**config.mk**
```make
export PLATFORM = sky130hd
export DESIGN_NAME = lsp_stats
export DESIGN_NICKNAME = d
export VERILOG_FILES = /design/src/rtl/core/lsp_pkg.sv /design/src/rtl/core/lsp_stats.sv
export SDC_FILE = /design/constraint.sdc
export NUM_CORES = 2
export LEC_CHECK = 0
export BUFFER_PORTS_ARGS = -buffer_cell sky130_fd_sc_hd__buf_2
export CORE_UTILIZATION = 57
export DETAILED_ROUTE_END_ITERATION = 8
export GPL_TIMING_DRIVEN = 0
export PLACE_DENSITY_LB_ADDON = 0.1
export REMOVE_ABC_BUFFERS = 1
export SLEW_MARGIN = 20
export SYNTH_ARGS = -nofsm -noshare
export SYNTH_HDL_FRONTEND = slang
export SYNTH_SLANG_ARGS = --single-unit
```
**constraint.sdc**
```tcl
create_clock -name clk -period 20.1 [get_ports clk]
set_input_delay 4.02 -clock clk [delete_from_list [all_inputs] [get_ports clk]]
set_output_delay 4.02 -clock clk [all_outputs]
set_load 0.02 [all_outputs]
```
**src/rtl/core/lsp_pkg.sv**
```systemverilog
`default_nettype none
package lsp_pkg;

  localparam int DATA_W = 32;
  localparam int WINDOW_DEPTH_DEF = 256;

  localparam logic CMD_ADD    = 1'b0;
  localparam logic CMD_REPORT = 1'b1;

  // floor(x/100) for x below 2^20: reciprocal 2^26/100 rounded up
  localparam logic [19:0] RECIP_100 = 20'd671089;
  localparam int RECIP_SHIFT = 26;

  typedef enum logic [2:0] {
    ST_IDLE,
    ST_RANK,
    ST_SEL,
    ST_WAIT,
    ST_OUT
  } lsp_state_t;

  typedef enum logic [2:0] {
    SP_IDLE,
    SP_DIVM,
    SP_MULA,
    SP_MULB,
    SP_SQRT,
    SP_DIVJ,
    SP_DONE
  } stats_phase_t;

  typedef struct packed {
    logic add;
    logic rank_load;
    logic rank_step;
    logic sel_step;
  } cell_ctrl_t;

  function automatic logic [19:0] div100(input logic [19:0] x);
    logic [39:0] p;
    p = 40'(x) * 40'(RECIP_100);
    return 20'(p[39:RECIP_SHIFT]);
  endfunction

  function automatic logic [DATA_W-1:0] sat32(input logic [63:0] v);
    return (v[63:DATA_W] != '0) ? '1 : v[DATA_W-1:0];
  endfunction

endpackage
`default_nettype wire

```
**src/rtl/core/lsp_stats.sv**
```systemverilog
`default_nettype none
module lsp_stats import lsp_pkg::*; (
  input  wire logic              clk,
  input  wire logic              rst_n,
  input  wire logic              start,
  input  wire logic [63:0]       sum,
  input  wire logic [63:0]       sqsum,
  input  wire logic [DATA_W-1:0] n,
  output logic                   done,
  output logic      [DATA_W-1:0] mean,
  output logic      [DATA_W-1:0] jitter
);

  stats_phase_t phase_r, phase_nxt;
  logic [5:0]   cnt_r, cnt_nxt;
  logic [63:0]  num_r, num_nxt;
  logic [32:0]  rem_r, rem_nxt;
  logic [127:0] acc_r, acc_nxt, mcd_r, mcd_nxt, a_r, a_nxt, v_r, v_nxt;
  logic [63:0]  mpl_r, mpl_nxt, root_r, root_nxt;
  logic [66:0]  srem_r, srem_nxt;
  logic [DATA_W-1:0] mean_r, mean_nxt, jit_r, jit_nxt;

  logic [32:0]  rem_sh, rem_step;
  logic         dge;
  logic [63:0]  num_step;
  logic [127:0] acc_step;
  logic [66:0]  srem_sh, trial, srem_step;
  logic         sge;
  logic [63:0]  root_step;

  always_comb begin
    rem_sh   = {rem_r[31:0], num_r[63]};
    dge      = rem_sh >= {1'b0, n};
    rem_step = dge ? rem_sh - {1'b0, n} : rem_sh;
    num_step = {num_r[62:0], dge};

    acc_step = mpl_r[0] ? acc_r + mcd_r : acc_r;

    srem_sh   = {srem_r[64:0], v_r[127:126]};
    trial     = {1'b0, root_r, 2'b01};
    sge       = srem_sh >= trial;
    srem_step = sge ? srem_sh - trial : srem_sh;
    root_step = {root_r[62:0], sge};
  end

  always_ff @(posedge clk) begin
    if (!rst_n) begin
      phase_r <= SP_IDLE;
    end else begin
      phase_r <= phase_nxt;
    end
    cnt_r  <= cnt_nxt;
    num_r  <= num_nxt;
    rem_r  <= rem_nxt;
    acc_r  <= acc_nxt;
    mcd_r  <= mcd_nxt;
    mpl_r  <= mpl_nxt;
    a_r    <= a_nxt;
    v_r    <= v_nxt;
    root_r <= root_nxt;
    srem_r <= srem_nxt;
    mean_r <= mean_nxt;
    jit_r  <= jit_nxt;
  end

  always_comb begin
    phase_nxt = phase_r;
    cnt_nxt   = cnt_r - 6'd1;
    num_nxt   = num_r;
    rem_nxt   = rem_r;
    acc_nxt   = acc_r;
    mcd_nxt   = mcd_r;
    mpl_nxt   = mpl_r;
    a_nxt     = a_r;
    v_nxt     = v_r;
    root_nxt  = root_r;
    srem_nxt  = srem_r;
    mean_nxt  = mean_r;
    jit_nxt   = jit_r;
    if (start) begin
      phase_nxt = SP_DIVM;
      cnt_nxt   = 6'd63;
      num_nxt   = sum;
      rem_nxt   = '0;
    end else begin
      case (phase_r)
        SP_DIVM: begin
          num_nxt = num_step;
          rem_nxt = rem_step;
          if (cnt_r == 6'd0) begin
            mean_nxt  = sat32(num_step);
            acc_nxt   = '0;
            mcd_nxt   = {64'd0, sqsum};
            mpl_nxt   = {32'd0, n};
            phase_nxt = SP_MULA;
          end
        end
        SP_MULA, SP_MULB: begin
          acc_nxt = acc_step;
          mcd_nxt = {mcd_r[126:0], 1'b0};
          mpl_nxt = {1'b0, mpl_r[63:1]};
          if (cnt_r == 6'd0) begin
            if (phase_r == SP_MULA) begin
              a_nxt     = acc_step;
              acc_nxt   = '0;
              mcd_nxt   = {64'd0, sum};
              mpl_nxt   = sum;
              phase_nxt = SP_MULB;
            end else begin
              // n*sumsq - sum^2, clamped at zero; jitter only from two samples on
              v_nxt     = ((n > 32'd1) && (a_r > acc_step)) ? a_r - acc_step : '0;
              root_nxt  = '0;
              srem_nxt  = '0;
              phase_nxt = SP_SQRT;
            end
          end
        end
        SP_SQRT: begin
          srem_nxt = srem_step;
          root_nxt = root_step;
          v_nxt    = {v_r[125:0], 2'b00};
          if (cnt_r == 6'd0) begin
            num_nxt   = root_step;
            rem_nxt   = '0;
            phase_nxt = SP_DIVJ;
          end
        end
        SP_DIVJ: begin
          num_nxt = num_step;
          rem_nxt = rem_step;
          if (cnt_r == 6'd0) begin
            jit_nxt   = sat32(num_step);
            phase_nxt = SP_DONE;
          end
        end
        default: begin
          cnt_nxt = cnt_r;
        end
      endcase
    end
  end

  assign done   = (phase_r == SP_DONE);
  assign mean   = mean_r;
  assign jitter = jit_r;

endmodule
`default_nettype wire

```
==> results.tsv <==
stage	metric	value	unit
run_status	status	finished, final reports clean	
drt	Final ANT Viol Nets	0	
clocking	H-tree depth	3	
sta	RSZ-0062 raised after global routing	false	
grt	gr ovfl total	0	
sta	final hold vios	0	
clocking	buffer count from post-CTS setup fixing	0	
worst_hold_path	Worst Hold Class	reg2reg	
sta	clock skew	0.0371	ns
grt	first-pass GRT wire length	245000	um
sta	Slew Limit Fails	0	
floorplanning	Die W	316	um
power	Leak	25.8	nW
clocking	post-cts hold buffer count	0	
clocking	clock buffer depth	3	
synthesis	Mapped Area	56300	um2
finish	layout cell share with drive strength beyond 1	0.0882	
critical_path	critical path class	reg2reg	
floorplanning	Starting Density	0.579	
synthesis	number of enable flip-flop cells after synthesis	833	
clocking	clock transition at the registers of the reported paths	0.06	ns
job	Max-Cap Viols	0	
power	PwrDens	63.0	nW/um2
critical_path	worst stage delay on the critical path	0.81	ns
floorplanning	chip height	316	um
synthesis	cells after synthesis	5896	
floorplanning	die area	100000	um2
critical_path	Reg2Reg Setup Slack	9.56	ns
critical_path	CP startpoint kind	flop	
finish	Fillers	7961	
clocking	Clk Latency, worst-skew pair	0.71	ns
grt	initial antenna violation count	14	
clocking	Root Buffer	clkbuf_16	
floorplanning	IO Count	228	
drt	routed len/inst	21.6	um
synthesis	Synth cell types	85	
finish	Area Overhead vs Synth	12.3	%
critical_path	Crit-path slowest cell	o31ai_1	
sta	Max Fclk	94.9	MHz
synthesis	Syn Area/Cell	9.55	um2
place	RD Place Congestion	0.924	
synthesis	Synth Flop Type	edfxtp_1	
power	Max VDD drop	0.0689	mV
sta	setup violators final	0	
clocking	Num CTS Buffers	98	
drt	residual DRC count	0	
synthesis	sequential fraction of the synthesis area	0.459	
place	Final HPWL DP	120000	um
synthesis	FF+latch count, synth	874	
drt	DRT Pass-1 Iters	6	
drt	via count	45900	
floorplanning	Core Rows	114	
grt	vias in the first global route	43100	
sta	Tmin final	10.54	ns
grt	largest net degree at the start of global routing	82	
clocking	CTS resizes	0	
synthesis	YS warnings	0	
place	IO buf count	227	
synthesis	Post-synth ARST share	0	
critical_path	worst-path fanout max	29	
finish	nets	6514	
clocking	CTS tree	yes	
floorplanning	Core Box Area	97300	um2
critical_path	data required time of the worst path	20.56	ns
sta	Hold Slack	0.485	ns
sta	Slew HR	0.234	
sta	Final period util	0.524	
critical_path	arrival time at the worst endpoint	11.00	ns
power	Tot Pwr	3.98	mW
drt	Iteration-0 DRC Markers	4943	
drt	DR vias/cell	6.25	
sta	worst slew pin tran	1.14	ns
drt	Routed Wire Length	159000	um
critical_path	CP endpoint kind	flop	
clocking	Clock Sinks	874	
grt	Total GRT Usage	0.312	
==> registers in the layout, indices dropped and copies added (netlist names) <==
signal	flops
a_r	128
acc_r	128
mcd_r	128
v_r	128
srem_r	65
mpl_r	64
num_r	64
root_r	64
jitter	32
mean	32
rem_r	32
cnt_r	6
phase_r	3
==> worst max-delay path, delay by kind of cell, from the launching register on <==
family                   cells  cell delay, ns
AO/OA/AOI/OAI               14            5.28
adder cells (fa/ha/maj)      3            0.92
buffers and inverters        4            0.75
flip-flops                   1            0.40
multiplexers                 1            0.31
AND/OR/NAND/NOR             10            2.58
==> cell type report <==
class                      count  area [um2]  share of cell area
multi-input combinational   4365       28100               0.445
sequential                   874       25800               0.409
timing repair buffer         319        3080              0.0487
clock buffer                 116        2520              0.0398
tap                         1276        1600              0.0252
inverter                     335        1260              0.0200
clock inverter                66         806              0.0127
antenna                        6        15.0            0.000237
==> report_power, final <==
group / internal [mW] / leakage, nW / switching (mW)
Combinational: 0.0362 / 16.4 / 0.0678
Clock: 1.09 / 1.62 / 0.797
Sequential: 1.99 / 7.84 / 0.00991
==> layout by cell type (no fill, tap or decap), types with 29 or more instances in the layout <==
| cell | count |
|---|---|
| ha_1 | 354 |
| a211oi_1 | 32 |
| nor2b_1 | 45 |
| a21boi_0 | 46 |
| a22o_1 | 124 |
| nand3_1 | 67 |
| a21o_1 | 242 |
| and2_1 | 55 |
| nand2_1 | 534 |
| buf_2 | 227 |
| a21oi_1 | 681 |
| xor2_1 | 119 |
| buf_16 | 47 |
| nor2_1 | 599 |
| inv_1 | 333 |
| clkbuf_16 | 98 |
| nor3_1 | 57 |
| and3_1 | 107 |
| dfxtp_1 | 41 |
| edfxtp_1 | 833 |
| mux2i_1 | 98 |
| xnor2_1 | 205 |
| o21bai_1 | 85 |
| nand2b_1 | 42 |
| nand4_1 | 109 |
| o21ai_0 | 298 |
| nor4_1 | 29 |
| or3_1 | 57 |
| a31oi_1 | 67 |
==> final timing paths <==
path	startpoint	end	depth (start not counted)
max	mcd_r[0]	v_r[69]	32
min	rem_r[7]	rem_r[7]	2
max reg2reg	mcd_r[0]	v_r[69]	32
min reg2reg	rem_r[7]	rem_r[7]	2
==> cell families after synthesis <==
logic type,Yosys count,share of synthesized area
buffers and inverters,657,0.0443
AO/OA/AOI/OAI,1796,0.201
multiplexers,103,0.0184
AND/OR/NAND/NOR,1780,0.146
XOR/XNOR,324,0.0504
adder cells (fa/ha/maj),362,0.0807
flip-flops,874,0.459
==> synth_stat cells (55+ instances only) <==
| library cell | count | share of area |
|---|---|---|
| nand4_1 | 109 | 0.012 |
| mux2i_1 | 98 | 0.017 |
| inv_1 | 335 | 0.022 |
| nand2_1 | 535 | 0.036 |
| clkbuf_1 | 290 | 0.019 |
| a21oi_1 | 683 | 0.061 |
| a21o_1 | 242 | 0.032 |
| nor3_1 | 60 | 0.0053 |
| nor2_1 | 602 | 0.040 |
| a31oi_1 | 67 | 0.0074 |
| nand3_1 | 68 | 0.0060 |
| or3_1 | 59 | 0.0066 |
| xor2_1 | 119 | 0.019 |
| ha_1 | 355 | 0.079 |
| xnor2_1 | 205 | 0.032 |
| a22o_1 | 124 | 0.019 |
| o21ai_0 | 298 | 0.026 |
| o21bai_1 | 85 | 0.011 |
| edfxtp_1 | 833 | 0.44 |
| and2_1 | 55 | 0.0061 |
| and3_1 | 107 | 0.012 |
==> layer usage <==
| layer | share of wire | vias up | GRT usage | routed length, um |
|---|---|---|---|---|
| li1 | - | 21800 | - | - |
| met1 | 0.45 | 22200 | 0.463 | 72200 |
| met2 | 0.45 | 1752 | 0.486 | 71200 |
| met3 | 0.073 | 243 | 0.0386 | 11700 |
| met4 | 0.024 | 2 | 0.0778 | 3850 |
| met5 | 0.000082 | - | 0 | 13 |
==> per-stage QoR <==
stage	utilization	setup TNS [ns]	instances	worst slack [ns]	cell area, um2
after floorplan	-	-643.78	5574	-2.01	55100
after global placement	0.594	-5467.88	7077	-12.57	57800
after detailed placement	0.616	0	7169	9.80	59900
after CTS	0.650	0	7351	9.75	63200
after global routing	0.650	0	7355	9.23	63200
final	0.650	0	7357	9.56	63200
Note: power is estimated with default switching activity, not from simulation.
