[config.mk]
export PLATFORM = sky130hd
export DESIGN_NAME = lsp_cell
export DESIGN_NICKNAME = d
export VERILOG_FILES = /design/src/rtl/core/lsp_pkg.sv /design/src/rtl/core/lsp_cell.sv
export SDC_FILE = /design/constraint.sdc
export NUM_CORES = 1
export LEC_CHECK = 0
export ABC_AREA = 1
export BUFFER_PORTS_ARGS = -buffer_cell sky130_fd_sc_hd__buf_2
export CAP_MARGIN = 20
export CELL_PAD_IN_SITES_DETAIL_PLACEMENT = 0
export CELL_PAD_IN_SITES_GLOBAL_PLACEMENT = 1
export CORE_MARGIN = 8
export CORE_UTILIZATION = 36
export CTS_CLUSTER_DIAMETER = 50
export CTS_CLUSTER_SIZE = 16
export DETAILED_ROUTE_END_ITERATION = 8
export PLACE_DENSITY_LB_ADDON = 0.1
export SETUP_SLACK_MARGIN = 0.2
export SKIP_LAST_GASP = 1
export SLEW_MARGIN = 20
export SYNTH_ARGS = -nofsm -noshare
export SYNTH_HDL_FRONTEND = slang
export SYNTH_SLANG_ARGS = --single-unit
[constraint.sdc]
create_clock -name clk -period 3.05 [get_ports clk]
set_input_delay 0.1525 -clock clk [delete_from_list [all_inputs] [get_ports clk]]
set_output_delay 0.1525 -clock clk [all_outputs]
set_load 0.02 [all_outputs]
[src/rtl/core/lsp_pkg.sv]
`default_nettype none
package lsp_pkg;

  localparam int DATA_W = 32;
  localparam int WINDOW_DEPTH_DEF = 256;

  localparam logic CMD_ADD    = 1'b0;
  localparam logic CMD_REPORT = 1'b1;

  // floor(x/100) for x below 2^20: reciprocal 2^26/100 rounded up
  localparam logic [19:0] RECIP_100 = 20'd671089;
  localparam int RECIP_SHIFT = 26;

  typedef enum logic [2:0] {
    ST_IDLE,
    ST_RANK,
    ST_SEL,
    ST_WAIT,
    ST_OUT
  } lsp_state_t;

  typedef enum logic [2:0] {
    SP_IDLE,
    SP_DIVM,
    SP_MULA,
    SP_MULB,
    SP_SQRT,
    SP_DIVJ,
    SP_DONE
  } stats_phase_t;

  typedef struct packed {
    logic add;
    logic rank_load;
    logic rank_step;
    logic sel_step;
  } cell_ctrl_t;

  function automatic logic [19:0] div100(input logic [19:0] x);
    logic [39:0] p;
    p = 40'(x) * 40'(RECIP_100);
    return 20'(p[39:RECIP_SHIFT]);
  endfunction

  function automatic logic [DATA_W-1:0] sat32(input logic [63:0] v);
    return (v[63:DATA_W] != '0) ? '1 : v[DATA_W-1:0];
  endfunction

endpackage
`default_nettype wire

[src/rtl/core/lsp_cell.sv]
`default_nettype none
module lsp_cell import lsp_pkg::*; #(
  parameter int IW  = 8,
  parameter int IDX = 0
) (
  input  wire logic              clk,
  input  wire logic              rst_n,
  input  wire cell_ctrl_t        ctrl,
  input  wire logic [DATA_W-1:0] prev_val,
  input  wire logic              prev_vld,
  input  wire logic [IW-1:0]     prev_rank,
  input  wire logic [DATA_W-1:0] prev_pval,
  input  wire logic [IW-1:0]     prev_ptag,
  input  wire logic              prev_pvld,
  output logic      [DATA_W-1:0] val,
  output logic                   vld,
  output logic      [IW-1:0]     rank,
  output logic      [DATA_W-1:0] pval,
  output logic      [IW-1:0]     ptag,
  output logic                   pvld
);

  logic [DATA_W-1:0] val_r, pval_r;
  logic              vld_r, pvld_r;
  logic [IW-1:0]     rank_r, ptag_r;
  logic              hit;

  // probe ranks below this cell's value; equal values broken by cell index
  assign hit = pvld_r && vld_r &&
               ((pval_r < val_r) || ((pval_r == val_r) && (ptag_r < IW'(IDX))));

  always_ff @(posedge clk) begin
    if (!rst_n) begin
      vld_r  <= 1'b0;
      pvld_r <= 1'b0;
    end else begin
      if (ctrl.add || ctrl.sel_step) begin
        val_r <= prev_val;
        vld_r <= prev_vld;
      end
      if (ctrl.sel_step) rank_r <= prev_rank;
      if (ctrl.rank_load) begin
        pval_r <= val_r;
        ptag_r <= IW'(IDX);
        pvld_r <= vld_r;
        rank_r <= '0;
      end else if (ctrl.rank_step) begin
        rank_r <= rank_r + IW'(hit);
        pval_r <= prev_pval;
        ptag_r <= prev_ptag;
        pvld_r <= prev_pvld;
      end
    end
  end

  assign val  = val_r;
  assign vld  = vld_r;
  assign rank = rank_r;
  assign pval = pval_r;
  assign ptag = ptag_r;
  assign pvld = pvld_r;

endmodule
`default_nettype wire

==> summary.txt, run 1 <==
result of the run -> finished, final reports clean
via count of the first global-routing pass -> 3501
post-synthesis instance area -> 3960 sq um
core occupancy in the finished layout -> 50.8%
Max-cap violations -> 0
critical path arrival -> 2720 ps
router iterations before antenna repair -> 4
WL met1 -> 4.45 mm
number of warnings printed during yosys synthesis -> 0
syn_area_per_cell -> 10.8 sq um
vias per inst -> 4.47
routed wire length on met3 -> 929 um
total global routing track utilization -> 15.0%
top-level I/O count -> 170
reg2reg setup slack -> 440 ps
routed wirelength normalized by instance count -> 15.1 um
final total negative setup slack -> 0 ps
CP most frequent cell -> sky130_fd_sc_hd__nand2_1
DRC marker count from the first detailed-route iteration -> 170
antenna violations before repair -> 1
CTS H-tree lvls -> 3
end of the worst register-to-register path -> rank[6]
total inserted antenna cells -> 0
remaining global-route overflow -> 0
total via count after detailed routing -> 3218
startpoint type of the worst setup path -> flop
num rows -> 38
Lkg Pwr -> 2.60 nW
longest individual stage delay on the worst path -> 410 ps
Critical-path top delay cell -> sky130_fd_sc_hd__edfxtp_1
post-route minimum period -> 2610 ps
clock-pin slew of the registers on the worst-case setup and hold paths -> 90 ps
post-layout total power -> 0.00263 W
clock tree from TritonCTS -> built
flop and latch count out of synthesis -> 82
TritonCTS buffer count -> 9
fraction of final layout cells with drive strength greater than 1 -> 35.3%
Top Layer Used -> met5
weighted congestion at the end of routability-driven global placement -> 0.764
cells traversed along the worst timing path -> inv_2, ha_1, a21oi_2, o21ai_0, nand2_1, nand2_1, nor2_2, nand2_1, a21oi_2, ha_2, ha_2, nand2_1, inv_1, nand2_1, o21ai_1, nand2_1, o221ai_1, inv_1
total nets after synthesis -> 488
critical path buffer and inverter count -> 3
transition time at the pin with the least slew margin -> 704 ps
Fin Clk Skew -> 11.9 ps
half-perimeter wire length of the detailed placement result -> 8.20 mm
worst hold path startpoint -> rst_n
CP endpoint kind -> flop
critical path class -> flop to flop
Post-Route WL -> 10.9 mm
area added between synthesis and finish -> 38.4%
Hold Path Class -> input port to flop
number of setup violations in the final report -> 0
number of design rule violations left after detail routing -> 0
Reg2Reg Depth -> 18
Cell Pwr Density -> 479 nW/um^2
first-pass GRT wire length -> 17.2 mm
Worst Path Required -> 3170 ps
largest net degree at the start of global routing -> 44
Worst VDD drop -> 0.278 mV
metal2 WL -> 5.34 mm
quantity of I/O buffers inserted on ports -> 169
NumNets Final -> 696
count of cells along the worst hold path -> 3
number of flops mapped to enable cells by yosys -> 80
Worst Hold Margin -> 32.2 ps
max-slew headroom at the worst pin -> 53.0%
largest fanout of any net on the critical path -> 3
fraction of synthesis flops using an asynchronous set or reset pin -> 0%
part of the cycle the worst path needs -> 85.4%
die boundary width -> 121 um
achievable frequency -> 0.384 GHz
initial core utilization -> 36.7%
worst flop-to-flop path startpoint -> val[27]
clk root buf -> sky130_fd_sc_hd__clkbuf_8
sequential area share after synthesis -> 61.6%
remaining number of nets flagged by the antenna check after routing -> 0
Filler Cells Inserted -> 1017
worst hold endpoint -> pvld
clock latency on the worst-skew pair -> 360 ps
Final Hold Violating Endpoints -> 0
Gate Count Post-Synth -> 367
RSZ-0062 raised after global routing -> false
full die area -> 14600 sq um
delay-heaviest family, CP -> adder cells
flip-flop cell with the highest count after synthesis -> sky130_fd_sc_hd__edfxtp_1
number of unique standard cell types used by synthesis -> 27
maximum clock insertion buffer count -> 2
number of sinks on the clock net -> 82
Die Y -> 121 um
Core Footprint -> 10800 sq um
total count of max-transition violations in the final report -> 0
[power breakdown]
part / switching [W] / internal [W]
Combinational: 0.000328 / 0.000210
Sequential: 0.0000448 / 0.00134
Clock: 0.000406 / 0.000294
Total: 0.000779 / 0.00185
[final cells by class]
type / instances / area [sq um] / area share, %
Sequential cell: 82 / 2440 / 44.5
Tap cell: 140 / 175 / 3.19
Timing Repair Buffer: 206 / 1200 / 21.9
Inverter: 55 / 206 / 3.76
Multi-Input combinational cell: 221 / 1300 / 23.6
Clock inverter: 5 / 31.3 / 0.570
Clock buffer: 11 / 131 / 2.39
[registers in the layout, indices dropped and copies added, names as in the netlist]
name	count
vld	1
rank	8
pval	32
ptag	8
pvld	1
val	32
[stage by stage]
step	instances	setup WS [ps]	instance area, sq um
after floorplan	367	544	3960
after global placement	671	438	4980
after detailed placement	671	383	4980
after CTS	719	351	5460
after global routing	720	215	5490
final	720	445	5490
[worst min-delay path, cell delays in order]
cell and delay, ps:
sky130_fd_sc_hd__buf_2 110, sky130_fd_sc_hd__nand2_1 50, sky130_fd_sc_hd__inv_1 40
[cells in the final DEF (no fill, tap or decap), drive strengths merged, types with 2 or more instances in the layout]
cell type / synthesis / layout
a21oi: 14 / 14
edfxtp: 80 / 80
nand2: 81 / 81
a31oi: 2 / 2
nand3: 8 / 8
dlygate4sd3: 0 / 32
nor2: 28 / 28
o21ai: 42 / 42
ha: 33 / 33
nor3: 4 / 4
clkbuf: 3 / 11
dfxtp: 2 / 2
or2: 3 / 3
buf: 6 / 174
clkinv: 0 / 5
inv: 55 / 55
[metal layers]
metal  up-vias  global-route usage (%)
met2       114                    25.2
met3        13                    5.96
li1       1660                       -
met4         2                    5.07
met5         -                       0
met1      1429                    17.0
[cells in the mapped netlist (3+ instances only)]
master                     count  share of area [%]
sky130_fd_sc_hd__inv_1        54                5.1
sky130_fd_sc_hd__nor3_1        4               0.51
sky130_fd_sc_hd__nand3_1       7               0.88
sky130_fd_sc_hd__nand2_1      80                7.6
sky130_fd_sc_hd__o21ai_0      35                4.4
sky130_fd_sc_hd__o21ai_1       7               0.88
sky130_fd_sc_hd__buf_2         4               0.51
sky130_fd_sc_hd__nor2_1       26                2.5
sky130_fd_sc_hd__a21oi_1      14                1.8
sky130_fd_sc_hd__ha_1         33                 10
sky130_fd_sc_hd__clkbuf_1      3               0.28
sky130_fd_sc_hd__edfxtp_1     80                 61
[cells by family (layout without fill, tap and decap cells)]
family | after synthesis | after routing | share of synthesized area (%)
and+or+nand+nor | 125 | 125 | 13.0
DFF | 82 | 82 | 61.6
buffers and inverters | 64 | 277 | 6.57
AOI/OAI and AO/OA | 62 | 62 | 8.18
adders and majority gates | 33 | 33 | 10.4
xor gates and xnor gates | 1 | 1 | 0.221
[worst max path at each step]
| stage | end | from | slack [ps] | cells after the start |
|---|---|---|---|---|
| 6_report | rank[6] | val[27] | 440 | 18 |
| 5_1_grt | rank[6] | val[27] | 220 | 18 |
| 4_1_cts | rank[6] | val[27] | 350 | 18 |
| 3_5_place_dp | rank[6] | val[27] | 380 | 18 |
| 3_3_place_gp | rank[6] | val[14] | 440 | 18 |
| 2_1_floorplan | rank[6] | val[5] | 540 | 18 |
[timing repair]
action / in CTS / in global routing
hold buffers: 32 / 0
endpoints found under the setup margin: 0 / 2
gates resized for setup: 0 / 9
endpoints found under the hold margin: 32 / 0
buffers inserted: 0 / 1
Power figures use the tool's default switching activity.
==> run 2: changes to the inputs <==
Settings changed: CORE_UTILIZATION 36 to 38.
Clock period 3.05 ns to 3.1 ns, I/O delays scaled along.
==> summary.txt, run 2 (same netlist as run 1, synthesis figures left out) <==
fraction of final layout cells with drive strength greater than 1 -> 34.0%
clock latency on the worst-skew pair -> 350 ps
via count of the first global-routing pass -> 3363
Final Hold Violating Endpoints -> 0
largest net degree at the start of global routing -> 33
maximum clock insertion buffer count -> 2
first element of the critical path -> val[5]
Worst Hold Margin -> 30.4 ps
total count of max-transition violations in the final report -> 0
area of all placed cells without fillers -> 5460 sq um
Post-Route WL -> 10.7 mm
transition time at the pin with the least slew margin -> 1050 ps
remaining number of nets flagged by the antenna check after routing -> 0
reg2reg setup slack -> 500 ps
TritonCTS buffer count -> 9
quantity of I/O buffers inserted on ports -> 169
DRC marker count from the first detailed-route iteration -> 139
vias per inst -> 4.49
startpoint type of the worst setup path -> flop
total inserted antenna cells -> 0
CTS H-tree lvls -> 3
antenna violations before repair -> 0
number of cells on the critical path -> 18
routed wirelength normalized by instance count -> 15.0 um
critical path arrival -> 2710 ps
clk root buf -> sky130_fd_sc_hd__clkbuf_8
final total negative setup slack -> 0 ps
min setup slack post-route -> 503 ps
router iterations before antenna repair -> 4
achievable frequency -> 0.385 GHz
Worst Path Required -> 3210 ps
number of sinks on the clock net -> 82
Hold Path Class -> input port to flop
Critical-path top delay cell -> sky130_fd_sc_hd__edfxtp_1
initial core utilization -> 38.7%
most frequent cells in the layout -> sky130_fd_sc_hd__buf_2 (169), sky130_fd_sc_hd__nand2_1 (80), sky130_fd_sc_hd__edfxtp_1 (80), sky130_fd_sc_hd__inv_1 (54), sky130_fd_sc_hd__o21ai_0 (34)
RSZ-0062 raised after global routing -> false
total global routing track utilization -> 15.2%
area added between synthesis and finish -> 37.7%
cells traversed along the worst timing path -> inv_1, ha_1, a21oi_1, nor2_1, nor3_1, nand2_1, nand2_1, nand2_1, a21oi_2, ha_2, ha_1, nand2_1, inv_1, nand2_1, o21ai_1, nand2_1, o221ai_1, inv_1
post-route non-filler standard cell count -> 716
Die Y -> 118 um
NumNets Final -> 696
critical path buffer and inverter count -> 3
critical path class -> flop to flop
Lkg Pwr -> 2.60 nW
end of the worst register-to-register path -> rank[6]
worst flop-to-flop path startpoint -> val[5]
number of design rule violations left after detail routing -> 0
clock-pin slew of the registers on the worst-case setup and hold paths -> 80 ps
die boundary width -> 118 um
Fin Clk Skew -> 5.40 ps
number of setup violations in the final report -> 0
CP Capture Point -> rank[6]
CP endpoint kind -> flop
top-level I/O count -> 170
Reg2Reg Depth -> 18
Max-cap violations -> 0
area of placed instances -> 4970 sq um
Cell Pwr Density -> 467 nW/um^2
CP most frequent cell -> sky130_fd_sc_hd__nand2_1
Worst VDD drop -> 0.206 mV
total via count after detailed routing -> 3217
most common cell after layout, fill and taps aside -> sky130_fd_sc_hd__buf_2
weighted congestion at the end of routability-driven global placement -> 0.768
part of the cycle the worst path needs -> 83.8%
delay-heaviest family, CP -> adder cells
post-route minimum period -> 2600 ps
full die area -> 14000 sq um
remaining global-route overflow -> 0
max-slew headroom at the worst pin -> 30.0%
half-perimeter wire length of the detailed placement result -> 7.99 mm
first-pass GRT wire length -> 16.9 mm
Filler Cells Inserted -> 947
largest fanout of any net on the critical path -> 3
clock tree from TritonCTS -> built
longest individual stage delay on the worst path -> 380 ps
result of the run -> finished, final reports clean
Core Footprint -> 10200 sq um
Placed Cells incl. Taps -> 667
pre-CTS setup slack -> 440 ps
num rows -> 37
## run 2: layer usage
metal	global-route usage, %	routed length, um
met2	23.9	4910
met5	0	0
met1	18.3	4720
met4	6.24	149
met3	6.14	940
## run 2: area by class of cell
| class | count | area, sq um | area share [%] |
|---|---|---|---|
| Clock buffer | 11 | 131 | 2.41 |
| Timing Repair Buffer | 206 | 1200 | 22.1 |
| Inverter | 55 | 206 | 3.78 |
| Clock inverter | 5 | 21.3 | 0.390 |
| Multi-Input combinational cell | 221 | 1280 | 23.5 |
| Sequential cell | 82 | 2440 | 44.8 |
| Tap cell | 136 | 170 | 3.12 |
## run 2: report_power, final
group,switching [W],leakage (nW),internal (W)
registers,0.0000437,0.787,0.00132
logic,0.000320,1.73,0.000205
clock network,0.000378,0.0796,0.000281
## run 2: worst reg2reg max path: stages, from the launching register on
cell and delay [ps]:
sky130_fd_sc_hd__edfxtp_1 380, sky130_fd_sc_hd__inv_1 90, sky130_fd_sc_hd__ha_1 240, sky130_fd_sc_hd__a21oi_1 160, sky130_fd_sc_hd__nor2_1 60, sky130_fd_sc_hd__nor3_1 120, sky130_fd_sc_hd__nand2_1 70, sky130_fd_sc_hd__nand2_1 50
sky130_fd_sc_hd__nand2_1 80, sky130_fd_sc_hd__a21oi_2 140, sky130_fd_sc_hd__ha_2 190, sky130_fd_sc_hd__ha_1 160, sky130_fd_sc_hd__nand2_1 60, sky130_fd_sc_hd__inv_1 90, sky130_fd_sc_hd__nand2_1 70, sky130_fd_sc_hd__o21ai_1 120
sky130_fd_sc_hd__nand2_1 60, sky130_fd_sc_hd__o221ai_1 140, sky130_fd_sc_hd__inv_1 50
## run 2: timing repair
item | in CTS | in global routing
resized for setup | 0 | 3
buffers inserted | 0 | 1
hold buffers | 32 | 0
setup endpoints to repair | 0 | 1
hold endpoints to repair | 32 | 0
## run 2: worst min-delay path by stage
| stage | startpoint | endpoint | slack [ps] | cells past startpoint |
|---|---|---|---|---|
| after floorplan | rst_n | pvld | 250 | 2 |
| after global placement | prev_val[31] | val[31] | 330 | 1 |
| after detailed placement | prev_val[31] | val[31] | 330 | 1 |
| after CTS | rst_n | pvld | 6 | 3 |
| after global routing | rst_n | pvld | 40 | 3 |
| final | rst_n | pvld | 30 | 3 |
## run 2: stage by stage
stage	util [%]	power, W
2_1_floorplan	-	0.00169
6_report	53.3	0.00255
3_5_place_dp	48.6	0.00189
4_1_cts	53.2	0.00259
5_1_grt	53.3	0.00269
3_3_place_gp	48.6	0.00188
